## src/sv/u8sd_pkg.sv

```systemverilog
// ----------------------------------------------------------------------------
// u8sd_pkg
// Shared types and constants of the strict UTF-8 decoder.
// ----------------------------------------------------------------------------
package u8sd_pkg;

	localparam int unsigned BYTE_W   = 8;
	localparam int unsigned CP_W     = 21;
	localparam int unsigned CNT_W    = 3;
	localparam int unsigned HOLD_N   = 4;
	localparam int unsigned ODATA_W  = 24;

	localparam logic [CP_W-1:0] REPLACEMENT_CP = 21'h00FFFD;
	localparam logic [CP_W-1:0] MAX_CP         = 21'h10FFFF;
	localparam logic [CP_W-1:0] SURR_LO        = 21'h00D800;
	localparam logic [CP_W-1:0] SURR_HI        = 21'h00DFFF;
	localparam logic [CP_W-1:0] MIN_CP2        = 21'h000080;
	localparam logic [CP_W-1:0] MIN_CP3        = 21'h000800;
	localparam logic [CP_W-1:0] MIN_CP4        = 21'h010000;

	// Outcome of one decode step on the held bytes
	localparam logic [2:0] CK_EMPTY  = 3'd0; // nothing held
	localparam logic [2:0] CK_BADLEAD = 3'd1; // lead byte cannot start a sequence
	localparam logic [2:0] CK_SHORT  = 3'd2; // sequence still incomplete
	localparam logic [2:0] CK_GOOD   = 3'd3; // complete and valid
	localparam logic [2:0] CK_REJECT = 3'd4; // complete but malformed

	typedef logic [HOLD_N-1:0][BYTE_W-1:0] held_t;

	typedef struct packed {
		logic [2:0]       kind;
		logic [CP_W-1:0]  code_point;
		logic [CNT_W-1:0] drop;
	} chk_t;

endpackage

```

## src/sv/u8sd_check.sv

```systemverilog
// ----------------------------------------------------------------------------
// u8sd_check
// Decode unit: classifies the held sequence and assembles its scalar.
// ----------------------------------------------------------------------------
module u8sd_check (
	input  u8sd_pkg::held_t            held,
	input  logic [u8sd_pkg::CNT_W-1:0] cnt,
	output u8sd_pkg::chk_t             res
);
	import u8sd_pkg::*;

	logic [BYTE_W-1:0] lead;
	logic [CNT_W-1:0]  len;
	logic              c1, c2, c3;
	logic [CP_W-1:0]   cp2, cp3, cp4;
	logic              ok;
	logic [CP_W-1:0]   cp_sel;

	// Sequence length announced by the lead byte
	always_comb begin
		lead = held[0];
		if (lead < 8'h80) begin
			len = 3'd1;
		end else if (lead >= 8'hC2 && lead <= 8'hDF) begin
			len = 3'd2;
		end else if (lead >= 8'hE0 && lead <= 8'hEF) begin
			len = 3'd3;
		end else if (lead >= 8'hF0 && lead <= 8'hF4) begin
			len = 3'd4;
		end else begin
			len = 3'd0;
		end
	end

	// Continuation marks and assembled scalars
	assign c1  = (held[1][7:6] == 2'b10);
	assign c2  = (held[2][7:6] == 2'b10);
	assign c3  = (held[3][7:6] == 2'b10);
	assign cp2 = {10'd0, lead[4:0], held[1][5:0]};
	assign cp3 = {5'd0, lead[3:0], held[1][5:0], held[2][5:0]};
	assign cp4 = {lead[2:0], held[1][5:0], held[2][5:0], held[3][5:0]};

	// Validity of a complete sequence
	always_comb begin
		case (len)
			3'd1: begin
				ok     = 1'b1;
				cp_sel = {13'd0, lead};
			end
			3'd2: begin
				ok     = c1 && (cp2 >= MIN_CP2);
				cp_sel = cp2;
			end
			3'd3: begin
				ok     = c1 && c2 && (cp3 >= MIN_CP3) && !(cp3 >= SURR_LO && cp3 <= SURR_HI);
				cp_sel = cp3;
			end
			3'd4: begin
				ok     = c1 && c2 && c3 && (cp4 >= MIN_CP4) && (cp4 <= MAX_CP);
				cp_sel = cp4;
			end
			default: begin
				ok     = 1'b0;
				cp_sel = REPLACEMENT_CP;
			end
		endcase
	end

	// Classify and pick the result and the bytes to drop
	always_comb begin
		res.code_point = REPLACEMENT_CP;
		res.drop       = 3'd1;
		if (cnt == 3'd0) begin
			res.kind = CK_EMPTY;
			res.drop = 3'd0;
		end else if (len == 3'd0) begin
			res.kind = CK_BADLEAD;
		end else if (cnt < len) begin
			res.kind = CK_SHORT;
			res.drop = cnt;
		end else if (ok) begin
			res.kind       = CK_GOOD;
			res.code_point = cp_sel;
			res.drop       = len;
		end else begin
			res.kind = CK_REJECT;
		end
	end

endmodule

```

## src/sv/utf8_strict_decoder.sv

```systemverilog
// ----------------------------------------------------------------------------
// utf8_strict_decoder
// Strict UTF-8 to Unicode scalar decoder with replay after rejection.
// ----------------------------------------------------------------------------
// Flow: an accepted byte is appended to the held bytes and the sequencer
//   goes to run; each step of the shared decode unit then releases at most
//   one result into the output register, R = results per byte (0..4).
//   Input is not ready for the next byte until the sequencer is back in idle.
// Output stalls hold the sequencer; a result waits in the output register.
// Reset: arst_n clears the held count, sequencer and output valid.
module utf8_strict_decoder (
	input  logic                         clk,
	input  logic                         arst_n,
	input  logic                         s_axis_tvalid,
	output logic                         s_axis_tready,
	input  logic [7:0]                   s_axis_tdata,  // [7:0] in_byte
	input  logic                         s_axis_tlast,  // in_last
	output logic                         m_axis_tvalid,
	input  logic                         m_axis_tready,
	output logic [u8sd_pkg::ODATA_W-1:0] m_axis_tdata,  // [20:0] code_point, rest zero
	output logic                         m_axis_tuser,  // malformed
	output logic                         m_axis_tlast   // out_last
);
	import u8sd_pkg::*;

	localparam logic ST_IDLE = 1'b0;
	localparam logic ST_RUN  = 1'b1;

	logic             state_q, state_d;
	held_t            held_q;
	logic [CNT_W-1:0] cnt_q;
	logic             last_q;
	chk_t             chk;
	logic             out_free;
	logic             emit;
	logic             emit_bad;
	logic             emit_final;
	logic [CP_W-1:0]  emit_cp;
	logic [CNT_W-1:0] cnt_after;
	logic [CP_W-1:0]  ocp_q;
	logic             obad_q;
	logic             olast_q;
	logic             ovalid_q;
	logic             accept;

	assign s_axis_tready = (state_q == ST_IDLE);
	assign accept        = s_axis_tvalid && s_axis_tready;
	assign out_free      = !ovalid_q || m_axis_tready;

	u8sd_check u_check (
		.held (held_q),
		.cnt  (cnt_q),
		.res  (chk)
	);

	// Decide one step of the sequencer
	always_comb begin
		emit       = 1'b0;
		emit_bad   = 1'b1;
		emit_cp    = REPLACEMENT_CP;
		cnt_after  = cnt_q - chk.drop;
		state_d    = state_q;
		if (state_q == ST_IDLE) begin
			if (accept) begin
				state_d = ST_RUN;
			end
		end else if (out_free) begin
			case (chk.kind)
				CK_EMPTY: begin
					state_d = ST_IDLE;
				end
				CK_SHORT: begin
					emit    = last_q;
					state_d = ST_IDLE;
					if (!last_q) begin
						cnt_after = cnt_q;
					end
				end
				CK_GOOD: begin
					emit     = 1'b1;
					emit_bad = 1'b0;
					emit_cp  = chk.code_point;
				end
				default: begin
					emit = 1'b1;
				end
			endcase
		end
		emit_final = last_q && ((cnt_after == 3'd0) || (chk.kind == CK_SHORT));
	end

	// Sequencer and held-byte count
	always_ff @(posedge clk or negedge arst_n) begin
		if (!arst_n) begin
			state_q <= ST_IDLE;
			cnt_q   <= '0;
			last_q  <= 1'b0;
		end else begin
			state_q <= state_d;
			if (accept) begin
				cnt_q  <= cnt_q + 3'd1;
				last_q <= s_axis_tlast;
			end else if (state_q == ST_RUN && out_free) begin
				cnt_q <= cnt_after;
			end
		end
	end

	// Append the new byte or shift out consumed bytes
	always_ff @(posedge clk) begin
		if (accept) begin
			held_q[cnt_q[1:0]] <= s_axis_tdata;
		end else if (state_q == ST_RUN && out_free && emit) begin
			for (int i = 0; i < HOLD_N; i++) begin
				if (i + int'(chk.drop) < HOLD_N) begin
					held_q[i] <= held_q[i + int'(chk.drop)];
				end
			end
		end
	end

	// Output register: hold until taken
	always_ff @(posedge clk or negedge arst_n) begin
		if (!arst_n) begin
			ovalid_q <= 1'b0;
		end else if (out_free) begin
			ovalid_q <= emit;
		end
	end

	always_ff @(posedge clk) begin
		if (out_free && emit) begin
			ocp_q   <= emit_cp;
			obad_q  <= emit_bad;
			olast_q <= emit_final;
		end
	end

	assign m_axis_tvalid = ovalid_q;
	assign m_axis_tdata  = {{(ODATA_W - CP_W){1'b0}}, ocp_q};
	assign m_axis_tuser  = obad_q;
	assign m_axis_tlast  = olast_q;

	// Room for the next byte whenever input is open
	a_room_idle: assert property (@(posedge clk) disable iff (!arst_n)
		state_q == ST_IDLE |-> cnt_q < 3'd4)
		else $error("held buffer full while idle");

	// End of string empties the buffer
	a_last_clears: assert property (@(posedge clk) disable iff (!arst_n)
		(state_q == ST_RUN && state_d == ST_IDLE && last_q) |=> cnt_q == 3'd0)
		else $error("bytes left after end of string");

	// Malformed results carry the replacement character
	a_bad_repl: assert property (@(posedge clk) disable iff (!arst_n)
		m_axis_tvalid && m_axis_tuser |-> ocp_q == REPLACEMENT_CP)
		else $error("malformed result without U+FFFD");

	// Emitted scalars stay in range and outside surrogates
	a_scalar: assert property (@(posedge clk) disable iff (!arst_n)
		m_axis_tvalid |-> (ocp_q <= MAX_CP) && !(ocp_q >= SURR_LO && ocp_q <= SURR_HI))
		else $error("invalid scalar emitted");

endmodule

```

## config.mk

```make
export PLATFORM = sky130hd
export DESIGN_NAME = utf8_strict_decoder
export DESIGN_NICKNAME = d
export VERILOG_FILES = /design/src/sv/u8sd_pkg.sv /design/src/sv/u8sd_check.sv /design/src/sv/utf8_strict_decoder.sv
export SDC_FILE = /design/constraint.sdc
export NUM_CORES = 1
export LEC_CHECK = 0
export BUFFER_PORTS_ARGS = -buffer_cell sky130_fd_sc_hd__buf_4
export CAP_MARGIN = 10
export CORE_MARGIN = 2
export CORE_UTILIZATION = 58
export CTS_BUF_LIST = sky130_fd_sc_hd__clkbuf_8
export DETAILED_ROUTE_END_ITERATION = 8
export PLACE_DENSITY = 0.83
export REMOVE_ABC_BUFFERS = 1
export SYNTH_ARGS = -nofsm -noshare
export SYNTH_HDL_FRONTEND = slang
export SYNTH_SLANG_ARGS = --single-unit
```

## constraint.sdc

```tcl
create_clock -name clk -period 12.1 [get_ports clk]
set_input_delay 0.605 -clock clk [delete_from_list [all_inputs] [get_ports clk]]
set_output_delay 0.605 -clock clk [all_outputs]
set_load 0.005 [all_outputs]
```

==> impl_results.md <==
* Final net count at 527
* TritonCTS clock tree: yes
* Max_slew headroom at between 20% and 30%
* Simple-Gate Fraction of Synth Area at a little under 20%
* Ant. Diodes at 0
* DRC Markers at 0
* Synth cell types at 66
* Mux contribution to synthesized area at 0.652%
* Site row count at 32
* Post-CTS sizing at 0
* Max Clock Skew at 0.00945 ns
* Largest net degree at the start of global routing at 38
* Via count at 4575
* Commonest non-fill, non-tap cell in the layout: edfxtp_1
* Routed WL per cell at 23.4 um
* WP data required at 12.21 ns
* Drt pass-1 iters at 7
* Final setup violation count at 0
* Die area at 0.00867 mm2
* Path depth of the worst reg2reg path at 13
* H-tree level count at 3
* IO buf count at 37
* CTS hold repair buffers at 0
* Die W at between 90 and 100 um
* Area grow syn2layout at 10.3%
* Unrepaired setup endpoints after global routing: false
* I/O pins at 41
* Routed WL at 14.3 mm
* Core footprint at 0.00773 mm2
* Share of cells above drive strength 1 at 16.5%
* Most frequent cells in the layout: edfxtp_1 (55), nand2_1 (52), buf_4 (46)
* Clk Tree Root Cell: clkbuf_8
* Post-CTS setup buffer count at 0
* Avg Cell Area, Syn at between 9 and 10 um2
* Status: complete, no violations
* Crit share post-route at around half
* Die Span Y at approximately 93 um
* Crit path launch type: flip-flop
* Max_cap viols at 0
* Starting Density at 59.6%
* Max FO, Critical Path at 19
* Yosys warns at 0
* Seq cells post-synth at 61
* Critical Path End Type: flip-flop
* Post-synth top flop: edfxtp_1
* DRT iter0 DRCs at 936
* Vias in the first global route at 4165
* Cts bufs inserted at 9
* Final Hold Fails at 0
* Sequential area share after synthesis at 39.1%
* Period minus WS final at 5.99 ns
* Crit path arrival time at 6.10 ns
* TNS Setup at 0 ns
* Largest family of logic cells by synthesized area: compound AO/OA/AOI/OAI gates
* Syn Inst Count at 491
* Slew @ Worst Pin at 1.15 ns
* Initial antenna violation count at 0
* CP Class: flip-flop to flip-flop
* Clk slew on worst S/H paths at ~0.08 ns
* Routed vias/inst at 7.49
* Slew Limit Fails at 0
* Post-Synth Adder-Cell Area at under 10%
* Total clock sinks at slightly above 60
* Number of enable flip-flop cells after synthesis at 55
* Remaining global-route overflow at 0
* Met1 usage at approximately half
* Final Wtd Congestion at 0.953
* GR Util met3 at 8.54%
* Clock Tree Buf Depth at 2
* F_max at 0.167 GHz
* Ys async rst share at roughly a tenth
* First-pass GRT wire length at 22.6 mm
* Netlist Area Pre-Place at 0.00460 mm2
* Most used routing layer: met2
* Filler Cell Count at about 640
* Clock Latency Late Sink at 0.35 ns
* Hold Path Class: primary input to asynchronous set/reset pin
* Antenna-violating nets left at 0
* Gr usage total at between 30% and 40%
* Met2 Use GR at 49.6%
* Compound-Gate Fraction of Synth Area at 30.8%
* DP HPWL at 10.2 mm
* Synth Area in XOR/XNOR at 0.380%
per-stage QoR:
| stage | setup slack [ns] | instance area [um2] | std cells | utilization (%) | hold WS [ns] |
|---|---|---|---|---|---|
| 2_1_floorplan | 6.84 | 4380 | 447 | - | 0.309 |
| 3_3_place_gp | 6.43 | 4860 | 594 | 62.8 | 0.414 |
| 3_5_place_dp | 6.32 | 4860 | 595 | 62.9 | 0.421 |
| 4_1_cts | 6.23 | 5080 | 611 | 65.7 | 0.0535 |
| 5_1_grt | 5.73 | 5080 | 611 | 65.7 | 0.0633 |
| 6_report | 6.11 | 5080 | 611 | 65.7 | 0.0504 |
final timing paths:
| kind | startpoint | endpoint | slack, ns |
|---|---|---|---|
| max reg2reg | held_q[7]$_DFFE_PP_ | held_q[9]$_DFFE_PP_ | 6.11 |
| min | arst_n | m_axis_tvalid$_DFFE_PN0N_ | 0.05 |
| min in group clk | s_axis_tlast | last_q$_DFFE_PN0P_ | 0.45 |
| max | held_q[7]$_DFFE_PP_ | held_q[9]$_DFFE_PP_ | 6.11 |
| min reg2reg | m_axis_tvalid$_DFFE_PN0N_ | m_axis_tvalid$_DFFE_PN0N_ | 0.58 |
| max in group asynchronous | arst_n | cnt_q[2]$_DFFE_PN0P_ | 11.92 |
critical path, cell delays in order (launching register included):
cell      delay [ns]
edfxtp_1        0.71
clkinv_1        0.43
nor2_1          0.85
nor2_1          0.17
ha_1            0.36
o21a_1          0.11
nor2_1          0.09
nor3_2          0.94
o21ai_2         0.13
o22a_1          0.39
ha_1            0.70
nand2_1         0.34
a211o_1         0.35
and3b_1         0.17
layer usage:
metal / up-vias / wire, um / share of wire [%]
li1: 1979 / - / -
met1: 2118 / 5580 / 39
met2: 416 / 6140 / 43
met3: 62 / 2110 / 15
met4: 0 / 455 / 3.2
met5: - / 0 / 0
state kept, by name, summed over array words and instances, names as in the netlist:
register	count
m_axis_tlast	1
state_q	1
held_q	32
cnt_q	3
ocp_q	21
m_axis_tuser	1
m_axis_tvalid	1
last_q	1
kinds of logic (layout without fill, tap and decap cells):
group / count (synthesis) / in the layout
compound gates: 180 / 180
simple gates: 173 / 173
flops: 61 / 61
buf+inv: 61 / 77
fa+ha+maj: 10 / 10
mux: 3 / 3
xor+xnor: 2 / 2
other cells: 1 / 3
final cells by class:
cell class,count,area (um2),area share [%]
tap,102,128,2.51
sequential,61,1800,35.5
multi-input combinational,371,2530,49.8
inverter,15,58.8,1.16
timing repair buffer,46,345,6.80
clock buffer,9,124,2.44
clock inverter,7,90.1,1.77
synth_stat cells, types with 4 or more instances:
master	n	area, um2
and3b_1	6	52.6
a221o_1	7	70.1
clkbuf_1	25	93.8
a22oi_1	10	75.1
buf_6	4	45.0
edfxtp_1	55	1650
ha_1	9	113
nor3_1	16	80.1
and3_1	21	131
o211ai_1	5	37.5
inv_1	10	37.5
a222oi_1	7	70.1
nand3_1	34	170
nor2_1	14	52.6
a21boi_0	7	52.6
a211oi_1	6	45.0
a311oi_2	6	90.1
a311oi_1	5	43.8
a21oi_1	18	90.1
nand4_1	6	37.5
o21ai_0	29	145
dfrtp_1	6	150
nand2_1	52	195
o31ai_1	6	45.0
a31oi_1	6	37.5
a211o_1	12	105
buf_2	12	60.1
a22o_1	16	140
a32o_1	7	70.1
o221ai_1	10	87.6
Power is not shown: default switching activity piles up to over one toggle a cycle in this logic, so the estimate is an artifact.
